--- src/design/lss_pkg.sv ---
// ----------------------------------------------------------------------------
// lss_pkg
// Shared types and codes for the lifo stack with value search.
// ----------------------------------------------------------------------------
package lss_pkg;

	// request operations; codes five to seven are ignored
	typedef enum logic [2:0] {
		OP_PUSH   = 3'd0,
		OP_POP    = 3'd1,
		OP_TOP    = 3'd2,
		OP_LOOKUP = 3'd3,
		OP_SEARCH = 3'd4
	} op_t;

	typedef enum logic [1:0] {
		ST_OK    = 2'd0,
		ST_EMPTY = 2'd1,
		ST_INDEX = 2'd2,
		ST_FULL  = 2'd3
	} status_t;

	localparam int unsigned FIELD_DATA_W  = 32;
	localparam int unsigned FIELD_INDEX_W = 6;
	localparam int unsigned FIELD_FILL_W  = 7;

	typedef struct packed {
		logic [2:0]               opcode;
		logic [FIELD_DATA_W-1:0]  data_value;
		logic [FIELD_INDEX_W-1:0] entry_index;
	} req_t;

	typedef struct packed {
		logic [FIELD_DATA_W-1:0] result_value;
		logic                    found;
		logic [1:0]              status;
		logic [FIELD_FILL_W-1:0] fill_count;
	} rsp_t;

endpackage

--- src/design/lss_ram.sv ---
// ----------------------------------------------------------------------------
// lss_ram
// Generic single-clock RAM, one write port and one read port, registered read.
// ----------------------------------------------------------------------------
module lss_ram #(
	parameter int unsigned WIDTH = 32,
	parameter int unsigned DEPTH = 64
) (
	input  logic                     clk,
	input  logic                     we,
	input  logic [$clog2(DEPTH)-1:0] waddr,
	input  logic [WIDTH-1:0]         wdata,
	input  logic [$clog2(DEPTH)-1:0] raddr,
	output logic [WIDTH-1:0]         rdata
);

	logic [WIDTH-1:0] mem_q [DEPTH];

	always_ff @(posedge clk) begin
		if (we) begin
			mem_q[waddr] <= wdata;
		end
		rdata <= mem_q[raddr];
	end

endmodule

--- src/design/lss_ctrl.sv ---
// ----------------------------------------------------------------------------
// lss_ctrl
// Operation sequencer: fill count, entry store, and one shared equality
// compare that walks the store entry by entry during a search.
// ----------------------------------------------------------------------------
module lss_ctrl #(
	parameter int unsigned STACK_DEPTH = 64,
	parameter int unsigned DATA_WIDTH  = 32
) (
	input  logic         clk,
	input  logic         arst_n,
	input  logic         start,
	input  lss_pkg::req_t req,
	output logic         idle,
	output logic         done,
	input  logic         take,
	output lss_pkg::rsp_t rsp
);

	import lss_pkg::*;

	localparam int unsigned AW    = $clog2(STACK_DEPTH);
	localparam int unsigned CNT_W = $clog2(STACK_DEPTH + 1);
	localparam int unsigned CMP_W = (CNT_W > FIELD_INDEX_W) ? CNT_W : FIELD_INDEX_W;
	localparam int unsigned FX_W  = (CNT_W > FIELD_FILL_W) ? CNT_W : FIELD_FILL_W;

	typedef enum logic [4:0] {
		S_IDLE = 5'b00001,
		S_EXEC = 5'b00010,
		S_READ = 5'b00100,
		S_SCAN = 5'b01000,
		S_DONE = 5'b10000
	} state_t;

	state_t                   state_q;
	logic [CNT_W-1:0]         count_q;
	logic [2:0]               op_q;
	logic [DATA_WIDTH-1:0]    key_q;
	logic [FIELD_INDEX_W-1:0] idx_q;
	logic [AW-1:0]            ptr_q;
	logic [FIELD_DATA_W-1:0]  value_q;
	logic                     found_q;
	status_t                  status_q;

	logic [63:0]           din_wide;
	logic [63:0]           rd_wide;
	logic                  we;
	logic [AW-1:0]         raddr;
	logic [DATA_WIDTH-1:0] rdata;
	logic                  full;
	logic                  empty;
	logic [CNT_W-1:0]      cnt_m1;
	logic [CMP_W-1:0]      look_diff;
	logic                  idx_oob;
	logic [AW-1:0]         ptr_next;
	logic                  scan_last;
	logic                  hit;
	logic [FX_W-1:0]       fill_ext;

	// input bits above the store width are dropped, a narrower input is zero extended
	assign din_wide  = 64'(req.data_value);
	assign rd_wide   = 64'(rdata);

	assign full      = (count_q == CNT_W'(STACK_DEPTH));
	assign empty     = (count_q == '0);
	assign cnt_m1    = count_q - CNT_W'(1);
	assign look_diff = CMP_W'(cnt_m1) - CMP_W'(idx_q);
	assign idx_oob   = (CMP_W'(idx_q) >= CMP_W'(count_q));
	assign ptr_next  = ptr_q + AW'(1);
	assign scan_last = ((CNT_W'(ptr_q) + CNT_W'(1)) == count_q);
	assign hit       = (rdata == key_q);

	always_comb begin
		we    = 1'b0;
		raddr = ptr_next;
		if (state_q == S_EXEC) begin
			case (op_q)
				OP_PUSH:   we    = !full;
				OP_POP:    raddr = cnt_m1[AW-1:0];
				OP_TOP:    raddr = cnt_m1[AW-1:0];
				OP_LOOKUP: raddr = look_diff[AW-1:0];
				OP_SEARCH: raddr = '0;
				default:   raddr = ptr_next;
			endcase
		end
	end

	lss_ram #(
		.WIDTH (DATA_WIDTH),
		.DEPTH (STACK_DEPTH)
	) u_store (
		.clk   (clk),
		.we    (we),
		.waddr (count_q[AW-1:0]),
		.wdata (key_q),
		.raddr (raddr),
		.rdata (rdata)
	);

	// control state
	always_ff @(posedge clk or negedge arst_n) begin
		if (!arst_n) begin
			state_q <= S_IDLE;
			count_q <= '0;
		end else begin
			case (state_q)
				S_IDLE: begin
					if (start) begin
						state_q <= S_EXEC;
					end
				end
				S_EXEC: begin
					case (op_q)
						OP_PUSH: begin
							if (!full) begin
								count_q <= count_q + CNT_W'(1);
							end
							state_q <= S_DONE;
						end
						OP_POP: begin
							if (empty) begin
								state_q <= S_DONE;
							end else begin
								count_q <= cnt_m1;
								state_q <= S_READ;
							end
						end
						OP_TOP: state_q <= empty ? S_DONE : S_READ;
						OP_LOOKUP: state_q <= (empty || idx_oob) ? S_DONE : S_READ;
						OP_SEARCH: state_q <= empty ? S_DONE : S_SCAN;
						default: state_q <= S_DONE;
					endcase
				end
				S_READ: state_q <= S_DONE;
				S_SCAN: begin
					if (hit || scan_last) begin
						state_q <= S_DONE;
					end
				end
				S_DONE: begin
					if (take) begin
						state_q <= S_IDLE;
					end
				end
				default: state_q <= S_IDLE;
			endcase
		end
	end

	// operands and result fields
	always_ff @(posedge clk) begin
		case (state_q)
			S_IDLE: begin
				if (start) begin
					op_q     <= req.opcode;
					key_q    <= din_wide[DATA_WIDTH-1:0];
					idx_q    <= req.entry_index;
					value_q  <= '0;
					found_q  <= 1'b0;
					status_q <= ST_OK;
				end
			end
			S_EXEC: begin
				ptr_q <= '0;
				case (op_q)
					OP_PUSH: begin
						if (full) begin
							status_q <= ST_FULL;
						end
					end
					OP_POP, OP_TOP: begin
						if (empty) begin
							status_q <= ST_EMPTY;
						end
					end
					OP_LOOKUP: begin
						if (empty) begin
							status_q <= ST_EMPTY;
						end else if (idx_oob) begin
							status_q <= ST_INDEX;
						end
					end
					default: status_q <= ST_OK;
				endcase
			end
			S_READ: value_q <= rd_wide[FIELD_DATA_W-1:0];
			S_SCAN: begin
				if (hit) begin
					found_q <= 1'b1;
				end
				ptr_q <= ptr_next;
			end
			default: ptr_q <= ptr_q;
		endcase
	end

	assign fill_ext = FX_W'(count_q);

	assign idle             = (state_q == S_IDLE);
	assign done             = (state_q == S_DONE);
	assign rsp.result_value = value_q;
	assign rsp.found        = found_q;
	assign rsp.status       = status_q;
	assign rsp.fill_count   = fill_ext[FIELD_FILL_W-1:0];

endmodule

--- src/design/lifo_stack_with_search.sv ---
// ----------------------------------------------------------------------------
// lifo_stack_with_search
// Bounded last-in-first-out store with push, pop, top, lookup by depth and
// search for an equal value. One result transaction per request transaction.
// ----------------------------------------------------------------------------
//  channel | signals                      | dir | moves
//  --------+------------------------------+-----+------------------------------
//  req     | req_valid, req_stall, req    | in  | opcode, data_value, entry_index
//  rsp     | rsp_valid, rsp_stall, rsp    | out | result_value, found, status,
//          |                              |     | fill_count
//
//  push, unused codes and every error go from the execute state straight to
//  done; pop, top and lookup that read an entry pass the read state first (one
//  registered read of the entry store); search scans until a match or the last
//  stored entry, one stored entry per cycle through the single compare unit.
//  reset clears the fill count and the control state; the entry store is not
//  cleared, only written entries are ever read.
//  one request is in work at a time; a result waiting in the output register
//  under rsp_stall does not block the next request, only its completion.
// ----------------------------------------------------------------------------
module lifo_stack_with_search #(
	parameter int unsigned STACK_DEPTH = 64,
	parameter int unsigned DATA_WIDTH  = 32
) (
	input  logic          clk,
	input  logic          arst_n,
	input  logic          req_valid,
	output logic          req_stall,
	input  lss_pkg::req_t req,
	output logic          rsp_valid,
	input  logic          rsp_stall,
	output lss_pkg::rsp_t rsp
);

	import lss_pkg::*;

	logic start;
	logic ctrl_idle;
	logic ctrl_done;
	logic take;
	rsp_t ctrl_rsp;
	logic rsp_valid_q;
	rsp_t rsp_q;

	assign req_stall = !ctrl_idle;
	assign start     = req_valid && ctrl_idle;
	// result moves into the output register when it is empty or being drained
	assign take      = ctrl_done && (!rsp_valid_q || !rsp_stall);

	lss_ctrl #(
		.STACK_DEPTH (STACK_DEPTH),
		.DATA_WIDTH  (DATA_WIDTH)
	) u_ctrl (
		.clk    (clk),
		.arst_n (arst_n),
		.start  (start),
		.req    (req),
		.idle   (ctrl_idle),
		.done   (ctrl_done),
		.take   (take),
		.rsp    (ctrl_rsp)
	);

	always_ff @(posedge clk or negedge arst_n) begin
		if (!arst_n) begin
			rsp_valid_q <= 1'b0;
		end else if (take) begin
			rsp_valid_q <= 1'b1;
		end else if (!rsp_stall) begin
			rsp_valid_q <= 1'b0;
		end
	end

	always_ff @(posedge clk) begin
		if (take) begin
			rsp_q <= ctrl_rsp;
		end
	end

	assign rsp_valid = rsp_valid_q;
	assign rsp       = rsp_q;

	a_start_busy: assert property (@(posedge clk) disable iff (!arst_n)
		start |=> !ctrl_idle)
		else $error("sequencer still idle after a request transaction");

	a_take_shows: assert property (@(posedge clk) disable iff (!arst_n)
		take |=> rsp_valid)
		else $error("finished result not presented");

	a_err_clean: assert property (@(posedge clk) disable iff (!arst_n)
		take && (ctrl_rsp.status != ST_OK) |->
			(ctrl_rsp.result_value == '0) && !ctrl_rsp.found)
		else $error("error result carries a value or a match");

	a_stall_hold: assert property (@(posedge clk) disable iff (!arst_n)
		rsp_valid_q && rsp_stall |-> !take)
		else $error("output register overwritten while stalled");

endmodule
--- config.mk ---
export PLATFORM = sky130hd
export DESIGN_NAME = lifo_stack_with_search
export DESIGN_NICKNAME = d
export VERILOG_FILES = /design/src/design/lss_pkg.sv /design/src/design/lss_ram.sv /design/src/design/lss_ctrl.sv /design/src/design/lifo_stack_with_search.sv
export SDC_FILE = /design/constraint.sdc
export NUM_CORES = 2
export LEC_CHECK = 0
export BUFFER_PORTS_ARGS = -buffer_cell sky130_fd_sc_hd__buf_2
export CORE_UTILIZATION = 41
export CTS_BUF_LIST = sky130_fd_sc_hd__clkbuf_4 sky130_fd_sc_hd__clkbuf_8
export CTS_CLUSTER_SIZE = 12
export DETAILED_ROUTE_END_ITERATION = 7
export PLACE_DENSITY = 0.6
export REMOVE_ABC_BUFFERS = 1
export SYNTH_ARGS = -nofsm -noshare
export SYNTH_HDL_FRONTEND = slang
export SYNTH_HIERARCHICAL = 1
export SYNTH_SLANG_ARGS = --single-unit
--- constraint.sdc ---
create_clock -name clk -period 6.55 [get_ports clk]
set_input_delay 0.3275 -clock clk [delete_from_list [all_inputs] [get_ports clk]]
set_output_delay 0.3275 -clock clk [all_outputs]
set_load 0.01 [all_outputs]
=== Yosys cells after proc, flatten, opt, wreduce, memory -nomap -nowiden ===
Memory sizes are Yosys's and may differ from the RTL's. A register that Yosys moved wholly into a read port is not among the register bits.
Index checks and enable logic that the tools add are counted.

* Output and inout port bits: 44
* Flip-flop bits (word level): 137
* Memories: 1
* RAM bits: 2,048

{| class="wikitable"
|+ Memories
! memory !! depth !! bits a word !! rd ports !! clocked after memory_dff !! write ports !! line !! RTL
|-
| u_ctrl.u_store.mem_q || 64 || 32 || 1 || 1 || 1 || lss_ram.sv:17 || <nowiki>logic [WIDTH-1:0] mem_q [DEPTH];</nowiki>
|}

* Order comparisons: 1
* $add $sub $neg: 5
* Reduce and logical (&&, ||, !) cells: 23
* Muxes and demuxes: 32
* Eq/ne operators: 22

{| class="wikitable"
|+ Operators by type and width
! kind !! number
|-
| 32-bit case mux with 2 select lines || 1
|-
| 32-bit equality test || 1
|-
| 32-bit two-way mux || 1
|-
| 5-bit two-way mux || 6
|-
| 5-bit case mux with 5 select lines || 1
|-
| 6-bit case mux with 3 select lines || 1
|-
| 5-bit case mux with 3 select lines || 1
|-
| 7-bit two-way mux || 2
|-
| 7-bit case mux with 2 select lines || 1
|-
| 6-bit case mux with 2 select lines || 1
|-
| 2-bit two-way mux || 5
|-
| 2-bit nonzero test || 5
|-
| 1-bit two-way mux || 8
|-
| 2-bit by 1-bit inequality test with 1-bit output, second input constant || 4
|-
| 6-bit by 1-bit adder with 7-bit output, second input constant || 1
|-
| 7-bit by 1-bit adder with 7-bit output, second input constant || 1
|-
| 7-bit equality test || 1
|-
| 7-bit equality test, second input constant || 1
|-
| 6-bit by 7-bit greater-or-equal comparator with 1-bit output || 1
|-
| 7-bit logical NOT || 1
|-
| 7-bit by 1-bit subtractor with 7-bit output, second input constant || 1
|-
| 6-bit by 1-bit adder with 6-bit output, second input constant || 1
|-
| 3-bit by 2-bit equality test with 1-bit output, second input constant || 2
|-
| 6-bit two-way mux || 1
|-
| 23 further kinds || 34
|}

=== Logic depth before layout (Yosys ltp) ===
* Depth in word-level cells: 6
* Gate-level depth with buffers: 18

=== Modules after synthesis ===
The synthesis kept the hierarchy.

{| class="wikitable"
|+ By module, submodules not included
! module !! instances !! sequential area each (um^2) !! cells each !! area an instance (um^2)
|-
| lss_ram || 1 || 62,139.6 || 3,324 || 78,515.3
|-
| lss_ctrl || 1 || 2,763.9 || 353 || 4,561.9
|-
| lifo_stack_with_search || 1 || 1,286.2 || 47 || 1,315.0
|}

=== Least setup slack after synthesis ===
OpenSTA, ideal clock, no wires.

* Path kind: register to register
* Start: register u_ctrl.state_q[3]
* End: memory u_ctrl.u_store.mem_q[49][0], enable pin
* Path slack: 1,733 ps
* Cell stages (with the launch flop): 8
* Required time: 6,089 ps
* Library setup time: 461 ps
* Period minus slack after synthesis: 4,817 ps
* Arrival: 4,356 ps
* Cell sequence: dfrtp_1 > or3_4 > nor3b_1 > nand2_1 > a211oi_1 > nor2b_1 > nand4_1 > nor3_1

* Word-level cells in the longest chain between the ends: 4

{| class="wikitable"
|+ RTL lines
! item !! line !! RTL
|-
| from (decl) || lss_ctrl.sv:35 || <nowiki>state_t state_q;</nowiki>
|-
| from (signal assigned) || lss_ctrl.sv:128 || <nowiki>OP_TOP: state_q <= empty ? S_DONE : S_READ;</nowiki>
|-
| from (signal assigned) || lss_ctrl.sv:129 || <nowiki>OP_LOOKUP: state_q <= (empty || idx_oob) ? S_DONE : S_READ;</nowiki>
|-
| from (signal assigned) || lss_ctrl.sv:130 || <nowiki>OP_SEARCH: state_q <= empty ? S_DONE : S_SCAN;</nowiki>
|-
| 5-bit by 2-bit equality test with 1-bit output || lss_ctrl.sv:76 || <nowiki>if (state_q == S_EXEC) begin</nowiki>
|-
| 1-bit two-way mux || lss_ctrl.sv:76 ||
|-
| via u_ctrl.we || lss_ctrl.sv:47 || <nowiki>logic we;</nowiki>
|-
| 1-bit two-way mux || lss_ram.sv:20 || <nowiki>if (we) begin</nowiki>
|-
| 1-bit two-way mux (implied by the code) || lss_ram.sv:21 || <nowiki>mem_q[waddr] <= wdata;</nowiki>
|-
| to (decl) || lss_ram.sv:17 ||
|}

The timed path passes the listed nets, and every way through them passes these cells.

=== Final worst setup path ===
* Start: register u_ctrl.state_q[2]
* End: register u_ctrl.u_store.rdata[5], read port of u_ctrl.u_store.mem_q

* Word-level cells in the longest chain between the ends: 2

{| class="wikitable"
|+ RTL lines
! item !! line !! RTL
|-
| 5-bit by 2-bit equality test with 1-bit output || lss_ctrl.sv:76 ||
|-
| 6-bit two-way mux || lss_ctrl.sv:76 ||
|-
| via u_ctrl.raddr[0] || lss_ctrl.sv:48 || <nowiki>logic [AW-1:0] raddr;</nowiki>
|-
| to (decl) || lss_ram.sv:14 || <nowiki>output logic [WIDTH-1:0] rdata</nowiki>
|}

The timed path passes the listed nets, and every way through them passes these cells.
A chain may end at the register's enable or synchronous reset.

==> results.md <==
- Status: complete, no violations
- Gr usage total: 21.9%
- HP Class: in2reg
- Synth Area in XOR/XNOR: 0.649%
- Vias in the first global route: 42000
- Placed Area: 89400 sq um
- Design Area, Final: 97100 sq um
- Post-synthesis simple-gate area fraction: 1.95%
- Initial core utilization: 41.3%
- Final hold vios: 0
- Gpl congestion: 0.843
- Async S/R FF share, synth: 0.586%
- Synth Area in Adders: 0.231%
- Multiplexer area fraction after synthesis: 15.6%
- PwrDens: 374 nW/um^2
- Synth Area in Compound Gates: 1.92%
- DRC violations left: 0
- Final net count: 4310
- Multi-input logic area: 17800 sq um
- Via count: 41900
- Dominant synthesized flop cell: edfxtp_1
- Clock latency on the worst-skew pair: 1.07 ns
- Max-slew headroom: 12.7%
- Std-Cell Rows: 166
- Cell leakage power: 30.8 nW
- Area Growth Syn to Fin: 15.1%
- RSZ-0062 raised after global routing: no
- WL per Instance: 31.8 um
- Postcts setup bufs: 0
- Fraction of layout cells with a size suffix above 1: 32.2%
- Mean Syn Cell Area: 22.7 sq um
- Max_cap viols: 0
- Unique cell type count in the Yosys netlist: 60
- Critical Path, Cell by Cell: or3_4 -> nor3b_1 -> nand2_1 -> a21oi_4 -> buf_12 -> buf_12 -> buf_12 -> buf_12 -> mux4_2 -> o22ai_1 -> nor2_1 -> a21oi_1 -> nor2_1
- GRT Residual Overflow: 0
- Synthesized flop and latch total: 2217
- Final number of setup-violating endpoints: 0
- Hold_buf cts: 86
- CTS tree: yes
- Worst-path fanout max: 29
- Slowest cell on crit path: a21oi_1
- Initial DRC count: 4743
- Sequential fraction of the synthesis area: 78.4%
- Filler cells: 16600
- Flop2flop setup slack: 0.55 ns
- Post-synth EDFFs: 2172
- Critical path data arrival time: 6.86 ns
- Peak Freq: 167 MHz
- Bufs on Longest Clock Path: 4
- Crit start category: flop
- First drt pass iteration count: 5
- Largest stage delay, worst path: 0.80 ns
- Die X: 456 um
- First-pass GRT wire length: 320000 um
- # IOs: 89
- Die ar.: 208000 sq um
- Pre-CTS setup slack: 0.821 ns
- Setup ws final: 0.548 ns
- Worst path most repeated cell: buf_12
- DPL Wire Length: 130000 um
- Worst Hold Slack: 0.103 ns
- Port-buffer cells: 88
- CTS resizes: 0
- Tmin final: 6.00 ns
- Clock buffer count from CTS: 365
- WL final: 229000 um
- Least-Margin Pin Slew: 1.31 ns
- Largest family of logic cells by synthesized area: multiplexers
- Clk_skew: 0.0926 ns
- Fin crit share: 91.6%
- Routed vias/inst: 5.82
- Pwr Total: 36.4 mW
- CP Capture Type: flop
- YS warnings: 6
- Initial antenna violation count: 13
- Clock Tree Root: clkbuf_8
- DIE HEIGHT: 456 um
- Worst vdd ir: 0.000233 V
- Critical Path RT: 7.41 ns
- CTS H-tree lvls: 5
- Synth Cell Area: 84400 sq um
- FF+latch area: 66200 sq um
- Critical setup path kind: reg2reg
- Largest net degree at the start of global routing: 97
- Clock slew at reported path FFs: 0.06 ns
- Routed Antenna Nets: 0
- Clk sinks: 2217
- Max Slew Vio Count: 0
- Core ar.: 205000 sq um
- Synth Instances: 3724
[cell usage in the layout (no fill, tap or decap), types with 5 or more instances in the layout]
| cell type | count |
|---|---|
| dfxtp_1 | 32 |
| clkinv_2 | 17 |
| clkbuf_8 | 388 |
| buf_4 | 160 |
| inv_1 | 16 |
| edfxtp_1 | 2172 |
| nand2_1 | 41 |
| xor2_1 | 30 |
| diode_2 | 9 |
| nor4_1 | 8 |
| and2_1 | 37 |
| a41o_1 | 5 |
| a22oi_1 | 12 |
| mux2i_1 | 93 |
| dlygate4sd3_1 | 86 |
| nand3b_1 | 5 |
| nand2b_1 | 12 |
| a221oi_1 | 5 |
| xnor2_1 | 30 |
| ha_1 | 14 |
| a21oi_1 | 67 |
| o221ai_1 | 27 |
| nand3_1 | 13 |
| mux4_2 | 544 |
| clkinv_1 | 74 |
| a311oi_1 | 8 |
| dfrtp_1 | 12 |
| buf_12 | 19 |
| o32ai_1 | 5 |
| clkbuf_4 | 140 |
| and3_1 | 5 |
| nor2_1 | 95 |
| nor3_1 | 11 |
| buf_2 | 88 |
| nand4_1 | 6 |
| a21o_1 | 5 |
| nor2b_1 | 16 |
| nor2_4 | 63 |
| o22ai_1 | 85 |
[kinds of logic (layout without fill, tap and decap cells)]
| kind of cell | after synthesis | after routing |
|---|---|---|
| fa+ha+maj | 15 | 15 |
| simple gates | 341 | 341 |
| flops | 2217 | 2217 |
| xor+xnor | 61 | 61 |
| other cells | 0 | 9 |
| compound gates | 242 | 242 |
| buf+inv | 210 | 994 |
| mux | 638 | 638 |
[area by class of cell]
type	instances	area share, %
antenna	9	0.0232
sequential	2217	68.2
inverter	16	0.0618
timing repair buffer	353	2.97
multi-input combinational	1297	18.3
clock inverter	97	0.450
clock buffer	528	6.58
tap	2688	3.46
[state kept, by name, indices dropped and copies added (netlist names)]
name,cells
u_ctrl/idx_q,6
u_ctrl/u_store/mem_q,2048
u_ctrl/state_q,5
rsp_valid,1
u_ctrl/ptr_q,6
u_ctrl/u_store/rdata,32
u_ctrl/value_q,32
u_ctrl/op_q,3
rsp,42
u_ctrl/key_q,32
u_ctrl/status_q,2
u_ctrl/found_q,1
u_ctrl/count_q,7
[power by group]
| group | leakage, nW | switching [mW] | internal [mW] |
|---|---|---|---|
| Combinational | 7.15 | 4.98 | 2.76 |
| Sequential | 20.0 | 0.377 | 16.7 |
| Clock | 3.65 | 5.27 | 6.25 |
[synthesized netlist by cell type, drive strengths merged, types with 2 or more instances]
| cell | n | area share, % |
|---|---|---|
| a211oi | 4 | 0.036 |
| a21boi | 2 | 0.022 |
| a21o | 5 | 0.044 |
| a21oi | 72 | 0.43 |
| a221oi | 5 | 0.052 |
| a22oi | 12 | 0.11 |
| a311oi | 9 | 0.093 |
| a41o | 5 | 0.059 |
| and2 | 38 | 0.28 |
| and3 | 5 | 0.037 |
| buf | 113 | 0.76 |
| clkbuf | 81 | 0.36 |
| dfrtp | 12 | 0.36 |
| dfxtp | 32 | 0.76 |
| edfxtp | 2172 | 77 |
| ha | 14 | 0.21 |
| inv | 16 | 0.071 |
| mux2i | 93 | 1.1 |
| mux4 | 544 | 15 |
| nand2 | 41 | 0.18 |
| nand2b | 13 | 0.096 |
| nand3 | 13 | 0.077 |
| nand3b | 5 | 0.044 |
| nand4 | 6 | 0.044 |
| nand4b | 2 | 0.021 |
| nor2 | 158 | 0.70 |
| nor2b | 17 | 0.13 |
| nor3 | 13 | 0.077 |
| nor3b | 4 | 0.036 |
| nor4 | 9 | 0.067 |
| o21ai | 4 | 0.024 |
| o221ai | 27 | 0.28 |
| o22ai | 85 | 0.63 |
| o31ai | 2 | 0.018 |
| o32ai | 5 | 0.052 |
| or2 | 4 | 0.030 |
| or3 | 5 | 0.044 |
| or3b | 6 | 0.062 |
| or4 | 2 | 0.018 |
| xnor2 | 30 | 0.31 |
| xor2 | 30 | 0.31 |
[path summary, 6_finish.rpt]
| check | from | end | cells past startpoint |
|---|---|---|---|
| hold reg to reg | u_ctrl/value_q[2] | rsp[12] | 0 |
| setup reg to reg | u_ctrl/state_q[2] | u_ctrl/u_store/rdata[5] | 13 |
| max in group asynchronous | arst_n | u_ctrl/count_q[5] | 3 |
| min in group asynchronous | arst_n | u_ctrl/count_q[2] | 3 |
| hold / removal | rsp_stall | rsp_valid | 3 |
| setup / recovery | u_ctrl/state_q[2] | u_ctrl/u_store/rdata[5] | 13 |
[layer usage]
metal / vias to the layer above / wire length [um] / track usage [%]
met2: 1874 / 110000 / 35.0
met4: 0 / 7720 / 7.80
met3: 390 / 19700 / 4.85
met1: 22800 / 91300 / 29.6
met5: - / 0 / 0
li1: 16800 / - / -
[worst max-delay path: cells and delay by family, from the launching register on]
| family | cells | cell delay, ns |
|---|---|---|
| AO/OA/AOI/OAI | 3 | 1.83 |
| buffers and inverters | 4 | 1.10 |
| flip-flops | 1 | 0.41 |
| multiplexers | 1 | 0.54 |
| AND/OR/NAND/NOR | 5 | 1.89 |
[metrics by stage]
stage          instances  setup TNS [ns]  utilization, %
2_1_floorplan       3530        -1371.04               -
3_5_place_dp        6485               0            43.7
5_1_grt             7201               0            47.5
3_3_place_gp        6485               0            43.7
6_report            7205               0            47.5
4_1_cts             7196               0            47.5
Power figures use the tool's default switching activity.
